<file path="src/rtl/core/qpd_pkg.sv">
package qpd_pkg;

   localparam logic [7:0] EqChar = 8'h3D;
   localparam logic [7:0] CrChar = 8'h0D;
   localparam logic [7:0] LfChar = 8'h0A;

   localparam int QueueDepth = 4;
   localparam int PtrWidth   = $clog2(QueueDepth);
   localparam int CountWidth = $clog2(QueueDepth + 1);

   typedef enum logic [1:0] {
      PendNone = 2'd0,
      PendEq   = 2'd1,
      PendHeld = 2'd2
   } pend_type;

   // up to three results produced by one input word
   typedef struct packed {
      logic [1:0]      cnt;
      logic [2:0][7:0] bytes;
      logic            has_data;
      logic            eom;
   } pkt_type;

   typedef struct packed {
      logic [3:0] value;
      logic       valid;
   } hex_type;

   function automatic hex_type hex_digit(input logic [7:0] c);
      hex_type r;
      r.valid = 1'b0;
      r.value = 4'd0;
      if (c >= 8'h30 && c <= 8'h39) begin
         r.valid = 1'b1;
         r.value = c[3:0];
      end else if ((c >= 8'h41 && c <= 8'h46) || (c >= 8'h61 && c <= 8'h66)) begin
         r.valid = 1'b1;
         r.value = 4'(c[2:0] + 3'd1) + 4'd8;
      end
      return r;
   endfunction

endpackage

</file>
<file path="src/rtl/core/qpd_front.sv">
module qpd_front (
   input  logic              clock,
   input  logic              reset,
   input  logic              req_valid,
   input  logic [7:0]        req_in_byte,
   input  logic              req_last,
   input  logic              full,
   output logic              push,
   output qpd_pkg::pkt_type  pkt
);

   qpd_pkg::pend_type pend_ff, pend_in;
   logic [7:0]        held_ff, held_in;
   logic              accept;
   qpd_pkg::hex_type  hex_b, hex_h;
   logic              b_is_eq;

   assign accept  = req_valid && !full;
   assign hex_b   = qpd_pkg::hex_digit(req_in_byte);
   assign hex_h   = qpd_pkg::hex_digit(held_ff);
   assign b_is_eq = (req_in_byte == qpd_pkg::EqChar) && !req_last;
   assign push    = accept && (pkt.cnt != 2'd0);

   always_ff @(posedge clock) begin
      if (reset) begin
         pend_ff <= qpd_pkg::PendNone;
         held_ff <= 8'd0;
      end else if (accept) begin
         pend_ff <= pend_in;
         held_ff <= held_in;
      end
   end

   always_comb begin
      pend_in      = qpd_pkg::PendNone;
      held_in      = held_ff;
      pkt.cnt      = 2'd0;
      pkt.bytes    = '0;
      pkt.has_data = 1'b1;
      pkt.eom      = req_last;
      case (pend_ff)
         qpd_pkg::PendEq: begin
            if (!req_last && req_in_byte == qpd_pkg::LfChar) begin
               // soft break, nothing out
            end else if (!req_last && (req_in_byte == qpd_pkg::CrChar || hex_b.valid)) begin
               held_in = req_in_byte;
               pend_in = qpd_pkg::PendHeld;
            end else begin
               pkt.bytes[0] = qpd_pkg::EqChar;
               if (b_is_eq) begin
                  pend_in = qpd_pkg::PendEq;
                  pkt.cnt = 2'd1;
               end else begin
                  pkt.bytes[1] = req_in_byte;
                  pkt.cnt      = 2'd2;
               end
            end
         end
         qpd_pkg::PendHeld: begin
            if (held_ff == qpd_pkg::CrChar && req_in_byte == qpd_pkg::LfChar) begin
               if (req_last) begin
                  pkt.cnt      = 2'd1;
                  pkt.has_data = 1'b0;
               end
            end else if (hex_h.valid && hex_b.valid) begin
               pkt.bytes[0] = {hex_h.value, hex_b.value};
               pkt.cnt      = 2'd1;
            end else begin
               // failed escape: '=' then the held byte again as plain input
               pkt.bytes[0] = qpd_pkg::EqChar;
               pkt.bytes[1] = held_ff;
               if (b_is_eq) begin
                  pend_in = qpd_pkg::PendEq;
                  pkt.cnt = 2'd2;
               end else begin
                  pkt.bytes[2] = req_in_byte;
                  pkt.cnt      = 2'd3;
               end
            end
         end
         default: begin
            if (b_is_eq) begin
               pend_in = qpd_pkg::PendEq;
            end else begin
               pkt.bytes[0] = req_in_byte;
               pkt.cnt      = 2'd1;
            end
         end
      endcase
      if (req_last) begin
         pend_in = qpd_pkg::PendNone;
         held_in = 8'd0;
      end
   end

   a_last_clears: assert property (@(posedge clock) disable iff (reset)
      accept && req_last |=> pend_ff == qpd_pkg::PendNone)
      else $error("pending state survives end of message");

   a_eom_last: assert property (@(posedge clock) disable iff (reset)
      push |-> pkt.eom == req_last)
      else $error("end marker does not follow last input");

endmodule

</file>
<file path="src/rtl/core/qpd_queue.sv">
module qpd_queue (
   input  logic              clock,
   input  logic              reset,
   input  logic              push,
   input  qpd_pkg::pkt_type  push_pkt,
   input  logic              pop,
   output logic              full,
   output logic              head_valid,
   output qpd_pkg::pkt_type  head_pkt
);

   qpd_pkg::pkt_type                  mem_ff [qpd_pkg::QueueDepth];
   logic [qpd_pkg::PtrWidth-1:0]      wr_ptr_ff, rd_ptr_ff;
   logic [qpd_pkg::CountWidth-1:0]    count_ff, count_in;

   assign full       = (count_ff == qpd_pkg::CountWidth'(qpd_pkg::QueueDepth));
   assign head_valid = (count_ff != '0);
   assign head_pkt   = mem_ff[rd_ptr_ff];

   always_comb begin
      count_in = count_ff;
      if (push && !pop) begin
         count_in = count_ff + 1'b1;
      end else if (pop && !push) begin
         count_in = count_ff - 1'b1;
      end
   end

   always_ff @(posedge clock) begin
      if (reset) begin
         wr_ptr_ff <= '0;
         rd_ptr_ff <= '0;
         count_ff  <= '0;
      end else begin
         count_ff <= count_in;
         if (push) begin
            wr_ptr_ff <= wr_ptr_ff + 1'b1;
         end
         if (pop) begin
            rd_ptr_ff <= rd_ptr_ff + 1'b1;
         end
      end
   end

   always_ff @(posedge clock) begin
      if (push) begin
         mem_ff[wr_ptr_ff] <= push_pkt;
      end
   end

   a_no_overflow: assert property (@(posedge clock) disable iff (reset)
      !(push && full))
      else $error("queue written while full");

   a_no_underflow: assert property (@(posedge clock) disable iff (reset)
      !(pop && !head_valid))
      else $error("queue read while empty");

endmodule

</file>
<file path="src/rtl/core/qpd_back.sv">
module qpd_back (
   input  logic              clock,
   input  logic              reset,
   input  logic              head_valid,
   input  qpd_pkg::pkt_type  head_pkt,
   output logic              pop,
   output logic              rsp_valid,
   input  logic              rsp_stall,
   output logic [7:0]        rsp_out_byte,
   output logic              rsp_has_data,
   output logic              rsp_end_of_message
);

   logic [1:0] idx_ff, idx_in;
   logic       valid_ff, valid_in;
   logic [7:0] byte_ff, byte_in;
   logic       has_ff, has_in;
   logic       eom_ff, eom_in;
   logic       out_free, take, last_of_pkt;

   assign out_free    = !valid_ff || !rsp_stall;
   assign take        = out_free && head_valid;
   assign last_of_pkt = (idx_ff == head_pkt.cnt - 2'd1);
   assign pop         = take && last_of_pkt;

   always_comb begin
      idx_in   = idx_ff;
      valid_in = valid_ff;
      byte_in  = byte_ff;
      has_in   = has_ff;
      eom_in   = eom_ff;
      if (out_free) begin
         valid_in = head_valid;
      end
      if (take) begin
         byte_in = head_pkt.bytes[idx_ff];
         has_in  = head_pkt.has_data;
         eom_in  = head_pkt.eom && last_of_pkt;
         idx_in  = last_of_pkt ? 2'd0 : idx_ff + 2'd1;
      end
   end

   always_ff @(posedge clock) begin
      if (reset) begin
         idx_ff   <= 2'd0;
         valid_ff <= 1'b0;
      end else begin
         idx_ff   <= idx_in;
         valid_ff <= valid_in;
      end
   end

   always_ff @(posedge clock) begin
      byte_ff <= byte_in;
      has_ff  <= has_in;
      eom_ff  <= eom_in;
   end

   assign rsp_valid          = valid_ff;
   assign rsp_out_byte       = byte_ff;
   assign rsp_has_data       = has_ff;
   assign rsp_end_of_message = eom_ff;

   a_idx_idle: assert property (@(posedge clock) disable iff (reset)
      !head_valid |-> idx_ff == 2'd0)
      else $error("word index left over with empty queue");

endmodule

</file>
<file path="src/rtl/core/quoted_printable_decoder.sv">
// quoted-printable decoder, one encoded byte per word on the req_ channel
// (req_in_byte plus req_last on the final byte of a message) and one decoded
// byte per word on the rsp_ channel (rsp_out_byte, rsp_has_data low only for a
// bare end marker, rsp_end_of_message on the last word of the message).
// a word is taken on a rising edge with valid high and stall low.
// the front stage classifies each byte against the pending '=' and held byte
// and writes zero to three results into a four-entry queue; the back stage
// drains the queue into the output register, one word per cycle while rsp_stall is low.
// an accepted byte's results are written into the queue and then into the
// output register; rsp_valid rises once the first of them is in that register.
// throughput: one input byte per cycle while rsp_stall is low and each byte
// gives at most one result; a failed escape gives two or three results and the
// output side, at one word per cycle, then sets the pace until the queue drains.
// req_stall rises only when the queue is full, so a stalled receiver fills
// the queue and then holds off the sender; nothing is dropped.
// reset (synchronous, active high) empties the queue and output register
// and clears any pending escape.
module quoted_printable_decoder (
   input  logic       clock,
   input  logic       reset,
   input  logic       req_valid,
   output logic       req_stall,
   input  logic [7:0] req_in_byte,
   input  logic       req_last,
   output logic       rsp_valid,
   input  logic       rsp_stall,
   output logic [7:0] rsp_out_byte,
   output logic       rsp_has_data,
   output logic       rsp_end_of_message
);

   qpd_pkg::pkt_type push_pkt, head_pkt;
   logic             push, pop, full, head_valid;

   assign req_stall = full;

   qpd_front u_front (
      .clock       (clock),
      .reset       (reset),
      .req_valid   (req_valid),
      .req_in_byte (req_in_byte),
      .req_last    (req_last),
      .full        (full),
      .push        (push),
      .pkt         (push_pkt)
   );

   qpd_queue u_queue (
      .clock      (clock),
      .reset      (reset),
      .push       (push),
      .push_pkt   (push_pkt),
      .pop        (pop),
      .full       (full),
      .head_valid (head_valid),
      .head_pkt   (head_pkt)
   );

   qpd_back u_back (
      .clock              (clock),
      .reset              (reset),
      .head_valid         (head_valid),
      .head_pkt           (head_pkt),
      .pop                (pop),
      .rsp_valid          (rsp_valid),
      .rsp_stall          (rsp_stall),
      .rsp_out_byte       (rsp_out_byte),
      .rsp_has_data       (rsp_has_data),
      .rsp_end_of_message (rsp_end_of_message)
   );

endmodule

</file>
<file path="config.mk">
export PLATFORM = sky130hd
export DESIGN_NAME = quoted_printable_decoder
export DESIGN_NICKNAME = d
export VERILOG_FILES = /design/src/rtl/core/qpd_pkg.sv /design/src/rtl/core/qpd_front.sv /design/src/rtl/core/qpd_queue.sv /design/src/rtl/core/qpd_back.sv /design/src/rtl/core/quoted_printable_decoder.sv
export SDC_FILE = /design/constraint.sdc
export NUM_CORES = 1
export LEC_CHECK = 0
export BUFFER_PORTS_ARGS = -buffer_cell sky130_fd_sc_hd__buf_2
export CORE_UTILIZATION = 50
export DETAILED_ROUTE_END_ITERATION = 10
export HOLD_SLACK_MARGIN = 0.06
export PLACE_DENSITY = 0.65
export SLEW_MARGIN = 20
export SYNTH_ARGS = -nofsm -noshare
export SYNTH_HDL_FRONTEND = slang
export SYNTH_SLANG_ARGS = --single-unit
</file>
<file path="constraint.sdc">
create_clock -name clock -period 5 [get_ports clock]
set_input_delay 0.5 -clock clock [delete_from_list [all_inputs] [get_ports clock]]
set_output_delay 0.5 -clock clock [all_outputs]
set_load 0.005 [all_outputs]
</file>
# --- Yosys cells after proc, flatten, opt, wreduce, memory -nomap -nowiden ---
# Memory sizes are Yosys's and may differ from the RTL's. A register that Yosys moved wholly into a read port is not among the register bits.
# Cells that the tools add are included.
classes:
  addsub: 10
  magnitude_cmp: 13
  n_eq_ne: 9
  n_mux: 45
  n_reduce_logical: 34
ops:
  columns: ["op", "n"]
  rows:
  - ["8-bit two-way mux", 8]
  - ["16-bit two-way mux", 3]
  - ["8-bit by 7-bit >= comparator with 1-bit output (second input constant)", 4]
  - ["8-bit by 7-bit <= comparator with 1-bit output (second input constant)", 4]
  - ["8-bit one-hot mux with 2 select lines", 2]
  - ["2-bit two-way mux", 13]
  - ["8-bit by 4-bit == test with 1-bit output (second input constant)", 3]
  - ["24-bit two-way mux", 1]
  - ["5-bit two-way mux", 4]
  - ["1-bit logical AND", 18]
  - ["8-bit binary-select mux with 2-bit select", 1]
  - ["8-bit by 6-bit >= comparator with 1-bit output (second input constant)", 2]
  - ["8-bit by 6-bit <= comparator with 1-bit output (second input constant)", 2]
  - ["1-bit two-way mux", 9]
  - ["3-bit by 1-bit adder with 4-bit output (second input constant)", 2]
  - ["4-bit adder (second input constant)", 2]
  - ["8-bit by 6-bit == test with 1-bit output (second input constant)", 1]
  - ["2-bit one-hot mux with 2 select lines", 2]
  - ["2-bit nonzero test", 4]
  - ["2-bit by 1-bit adder with 2-bit output (second input constant)", 3]
  - ["1-bit zero test", 6]
  - ["3-bit two-way mux", 2]
  - ["1-bit logical OR", 4]
  - ["4-bit AND reduction", 1]
  - ["10 further kinds", 10]
word_totals:
  regBits: 30
  ram_bits: 112
  in_bits: 13
  out_inout_bits: 12
  elab_cells: 122
  mem_count: 1
mem_list:
  columns: ["memory", "depth", "width", "read_ports", "rd_clocked_by_memory_dff", "wr", "line", "text"]
  rows:
  - ["u_queue.mem_ff", 4, 28, 1, 1, 1, "qpd_queue.sv:12", "qpd_pkg::pkt_type mem_ff [qpd_pkg::QueueDepth];"]

# --- Logic depth before layout (Yosys ltp) ---
depth:
  depth_word: 16
  mapped_depth: 15
  ltp_nobuf: 14

# --- Hierarchy ---
# Synthesis repeated with hierarchy kept, for this count alone.
unflattened:
  cells_unflattened: 424
  hier_area_um2: 6542.5
modules_own_cells:
  columns: ["mod", "n_inst", "cells_each", "area_per_inst_um2", "seq_area_each_um2"]
  rows:
  - ["qpd_queue", 1, 190, 4520.6, 3543.4]
  - ["qpd_front", 1, 176, 1370.1, 200.2]
  - ["qpd_back", 1, 58, 651.9, 360.3]

# --- Worst setup path before layout ---
# No wires, ideal clock.
synth_path:
  path_type: "in2reg"
  start: "input req_in_byte[0]"
  end: "memory u_queue.mem_ff[0][0] (netlist name), enable pin"
  setup_time_ns: 0.416
  arrival_time_ns: 3.548
  t_required_ns: 4.584
  path_slack_ns: 1.036
  cell_stages: 9
  n_path_buf: 1
  cell_sequence: "clkbuf_1 -> inv_1 -> ha_1 -> or3b_2 -> nand4_1 -> o21ai_1 -> a2111oi_1 -> a211oi_4 -> nor2b_1"
synth_between:
  elab_chain_len: 14
  elab_cells_between_ends: 33
  classes_between: "order compare (6); eq/ne (3); mux (12); reduce/logical (12)"
synth_rtl:
  columns: ["element", "line", "text"]
  rows:
  - ["from (decl)", "quoted_printable_decoder.sv:23", "input logic [7:0] req_in_byte,"]
  - ["8-bit by 7-bit >= comparator with 1-bit output / 8-bit by 7-bit <= comparator with 1-bit output (equally long branches)", "qpd_pkg.sv:37", "end else if ((c >= 8'h41 && c <= 8'h46) || (c >= 8'h61 && c <= 8'h66)) begin"]
  - ["1-bit logical AND", "qpd_pkg.sv:37", null]
  - ["1-bit logical OR", "qpd_pkg.sv:37", null]
  - ["5-bit two-way mux", "qpd_pkg.sv:37", null]
  - ["5-bit two-way mux", "qpd_pkg.sv:34", "if (c >= 8'h30 && c <= 8'h39) begin"]
  - ["1-bit logical OR", "qpd_front.sv:45", "end else if (!req_last && (req_in_byte == qpd_pkg::CrChar || hex_b.valid)) begin"]
  - ["1-bit logical AND", "qpd_front.sv:45", null]
  - ["2-bit two-way mux", "qpd_front.sv:45", null]
  - ["2-bit two-way mux", "qpd_front.sv:43", "if (!req_last && req_in_byte == qpd_pkg::LfChar) begin"]
  - ["2-bit one-hot mux with 2 select lines *", "qpd_front.sv:41", "case (pend_ff)"]
  - ["2-bit nonzero test *", "qpd_front.sv:22", "assign push = accept && (pkt.cnt != 2'd0);"]
  - ["1-bit logical AND *", "qpd_front.sv:22", null]
  - ["1-bit two-way mux *", "qpd_queue.sv:46", "if (push) begin"]
  - ["1-bit two-way mux (implied by the code) *", "qpd_queue.sv:47", "mem_ff[wr_ptr_ff] <= push_pkt;"]
  - ["to (decl)", "qpd_queue.sv:12", null]
# Mark *: on every way between the ends. The rest lies on a longest branch, timed or not.

# --- Worst setup path in the final report ---
layout_path:
  start: "register u_front.held_ff[1]"
  end: "register u_queue.count_ff[2] (netlist name)"
layout_between:
  elab_chain_len: 14
  elab_cells_between_ends: 25
  classes_between: "order compare (6); eq/ne (1); mux (6); reduce/logical (12)"
layout_rtl:
  columns: ["element", "line", "text"]
  rows:
  - ["from (decl)", "qpd_front.sv:13", "logic [7:0] held_ff, held_in;"]
  - ["from (signal assigned)", "qpd_front.sv:30", "held_ff <= held_in;"]
  - ["8-bit by 7-bit >= comparator with 1-bit output / 8-bit by 7-bit <= comparator with 1-bit output (equally long branches)", "qpd_pkg.sv:37", null]
  - ["1-bit logical AND", "qpd_pkg.sv:37", null]
  - ["1-bit logical OR", "qpd_pkg.sv:37", null]
  - ["5-bit two-way mux", "qpd_pkg.sv:37", null]
  - ["5-bit two-way mux", "qpd_pkg.sv:34", null]
  - ["1-bit logical AND", "qpd_front.sv:65", "end else if (hex_h.valid && hex_b.valid) begin"]
  - ["2-bit two-way mux", "qpd_front.sv:65", null]
  - ["2-bit two-way mux *", "qpd_front.sv:60", "if (held_ff == qpd_pkg::CrChar && req_in_byte == qpd_pkg::LfChar) begin"]
  - ["2-bit one-hot mux with 2 select lines *", "qpd_front.sv:41", null]
  - ["2-bit nonzero test *", "qpd_front.sv:22", null]
  - ["1-bit logical AND *", "qpd_front.sv:22", null]
  - ["named net push", "quoted_printable_decoder.sv:33", "logic push, pop, full, head_valid;"]
  - ["1-bit zero test", "qpd_queue.sv:24", "end else if (pop && !push) begin"]
  - ["1-bit logical AND", "qpd_queue.sv:24", null]
  - ["2-bit nonzero test (no source line)", null, null]
  - ["to (signal assigned)", "qpd_queue.sv:35", "count_ff <= count_in;"]
  - ["to (decl)", "qpd_queue.sv:14", "logic [qpd_pkg::CountWidth-1:0] count_ff, count_in;"]
# Mark *: on every way through the listed nets, which the timed path passes. The rest lies on a longest branch.
# A chain may end at the register's enable or synchronous reset.

==> results.ini <==
[place]
hpwl_mm = 8.00
gp_congestion = 0.852
io_buffers = 24

[critical_path]
start_kind = flop
critPathMaxStageDelay_ns = 0.63
r2r_slack_ns = 1.36
worstSetupPathType = flop to flop
critPathMaxFanout = 8
worstPathRequired_ns = 5.35
rr_endpoint = u_queue.count_ff[2]
startpoint = u_front.held_ff[1]
critPathSlowestCell = a2111oi_1
r2r-start = u_front.held_ff[1]
endpoint_kind = flop
worstPathArrival_ns = 3.99
worstSetupEndpoint = u_queue.count_ff[2]
rr_worst_depth = 13
path_cells = inv_1 -> ha_1 -> or3b_1 -> a31o_2 -> a2111oi_1 -> a211oi_4 -> inv_1 -> ha_1 -> inv_1 -> fa_1 -> xor2_1 -> or3_1 -> a21oi_1
path_common_cell = inv_1

[sta]
worstMarginPinSlew_ns = 0.806
fin_setup_tns_ns = 0
fmax_mhz = 275
slew_violations = 0
min_period_over_period_pct = 72.8
relSlewSlack_pct = 46.2
fin_crit_ns = 3.64
setup_viol = 0
skew_ns = 0.00916
rsz0062_at_grt = no
finalHoldViolations = 0

[detailed_routing]
ant_nets = 0
post-route-drc-count = 0
dr.pass1.iters = 5
drt_wl_total_mm = 12.9
via_count = 3612
vias_per_cell = 5.71
wire_per_inst_um = 20.3
drtIter0Drc = 304

[clock_tree]
cts-root-buf = clkbuf_16
ctsHtreeMaxLevel = 4
numCtsBuffers = 17
cts.clk_slew.worst_paths_ns = 0.06
clock_path_buffers = 2
post_cts_buffers = 0
cts_tree = done
insertion_delay_ns = 0.42
cts_hold_buf = 0
cts_resized = 0
cts_sinks = 144

[global_routing]
grt_pass1_wl_mm = 20.3
overflow = 0
grt_usage_pct = 21.7
grt_max_degree = 29
grt_pass1_vias = 3601
antenna_found_initial = 0

[power]
p_total_mw = 3.68
ir_worst_vdd_v = 0.000249
p_per_area_mw_per_mm2 = 500
p_leak_nw = 2.51

[synthesis]
ys_types = 58
postSynthNetCount = 451
yosys.area.top_type = edfxtp_1
synthCells = 422
ys_seq_area_share_pct = 64.3
async_flop_share_pct = 0
synthFlopType = edfxtp_1
ys_seq_elements = 144
synth_edf_count = 122
yosys_warnings = 0
synthTopCellsByArea = edfxtp_1 (57%), mux4_2 (9.9%), dfxtp_1 (6.9%)
synth_top_area_share_pct = 57.4
netlist_area_mm2 = 0.00639
avgSynthCellArea_um2 = 15.1

[floorplanning]
dieHeight_um = 115
ioPinCount = 25
num_rows = 40
start_util_pct = 52.3
die_area_mm2 = 0.0132
die_w_um = 115
coreArea_mm2 = 0.0122

[final_layout]
multiInputGateArea_mm2 = 0.00212
diodes = 0
final_util_pct = 60.4
layout.nets = 481
drive_above_1_share_pct = 23.7
fillers = 946
area_delta_synth_final_pct = 15.4
layout.area.seq_mm2 = 0.00411

[outcome]
outcome = finished, final reports clean

[worst_hold_path]
min_path_type = input pin to flop

[job]
drv_cap = 0

registers in the layout (all words and copies together) (netlist names), 2 cells and up, named ones only:
| register | count |
|---|---|
| u_queue.mem_ff | 112 |
| u_back.rsp_out_byte | 8 |
| u_front.held_ff | 8 |
| u_queue.count_ff | 3 |
| u_back.idx_ff | 2 |
| u_front.pend_ff | 2 |
| u_queue.rd_ptr_ff | 2 |
| u_queue.wr_ptr_ff | 2 |
cell usage in the layout, fill, tap and decap left out, drive strengths merged, types with 9 or more instances in the layout:
master	n
clkbuf	22
nand2	17
a21oi	14
buf	35
ha	15
nor2	31
edfxtp	122
inv	21
mux4	28
dfxtp	22
o22ai	9
mux2i	12
area by class of cell:
cell class	count	share of cell area, %
multi-input cells	233	28.7
inverters	21	1.07
repair buffers	35	2.75
clock inverters	10	2.49
flip-flops and latches	144	55.7
clock buffers	22	6.43
well taps	168	2.85
per-layer routing:
layer | wire (um) | global-route usage, %
met5 | 0 | 0
met4 | 168 | 7.71
met3 | 442 | 5.27
met2 | 6480 | 34.9
met1 | 5790 | 28.9
kinds of logic (layout without fill, tap and decap cells):
logic type	count (synthesis)	in the layout	share of synthesized area, %
DFF	144	144	64.3
buffers and inverters	45	88	2.76
xor gates and xnor gates	8	8	1.10
muxes	42	42	12.2
adders and majority gates	16	16	3.25
and+or+nand+nor	101	101	8.58
AOI/OAI and AO/OA	66	66	7.89
synth_stat cells, drive strengths merged (4+ instances only):
cell / instances
dfxtp: 22
nor2b: 7
o21ai: 7
edfxtp: 122
nand2: 17
xor2: 4
o22ai: 9
and2: 4
xnor2: 4
ha: 15
a21oi: 14
mux2i: 12
a32oi: 6
nand3: 5
nor2: 31
and3: 6
a22o: 7
nand2b: 8
clkbuf: 15
buf: 9
inv: 21
mux4: 28
report_power, final:
| part | total [mW] | internal (mW) | leakage (nW) | switching, mW |
|---|---|---|---|---|
| combinational | 0.748 | 0.350 | 0.897 | 0.398 |
| sequential | 1.54 | 1.48 | 1.30 | 0.0592 |
| clock | 1.39 | 0.924 | 0.316 | 0.467 |
worst max-delay path, delay by kind of cell (launching register included):
family / cells / cell delay [ns]
fa+ha+maj: 3 / 0.77
xor+xnor: 1 / 0.17
compound gates: 4 / 1.19
flops: 1 / 0.50
simple gates: 2 / 0.65
buf+inv: 3 / 0.28
worst min-delay path by stage:
stage                     start                to  cells after the start
3_5_place_dp   u_back.rsp_valid  u_back.rsp_valid                      2
3_3_place_gp   u_back.rsp_valid  u_back.rsp_valid                      2
2_1_floorplan  u_back.rsp_valid  u_back.rsp_valid                      2
4_1_cts               rsp_stall  u_back.rsp_valid                      3
6_report              rsp_stall  u_back.rsp_valid                      3
5_1_grt               rsp_stall  u_back.rsp_valid                      3
metrics by stage:
step	std cells	cell area (um^2)	worst slack, ns	hold slack, ns
final	633	7370	1.36	0.344
after global routing	633	7370	1.09	0.362
after detailed placement	601	6710	1.20	0.464
after CTS	633	7370	1.36	0.325
after global placement	601	6710	1.27	0.453
after floorplan	422	6390	1.04	0.461
No activity file was read; power rests on OpenSTA's default activity.
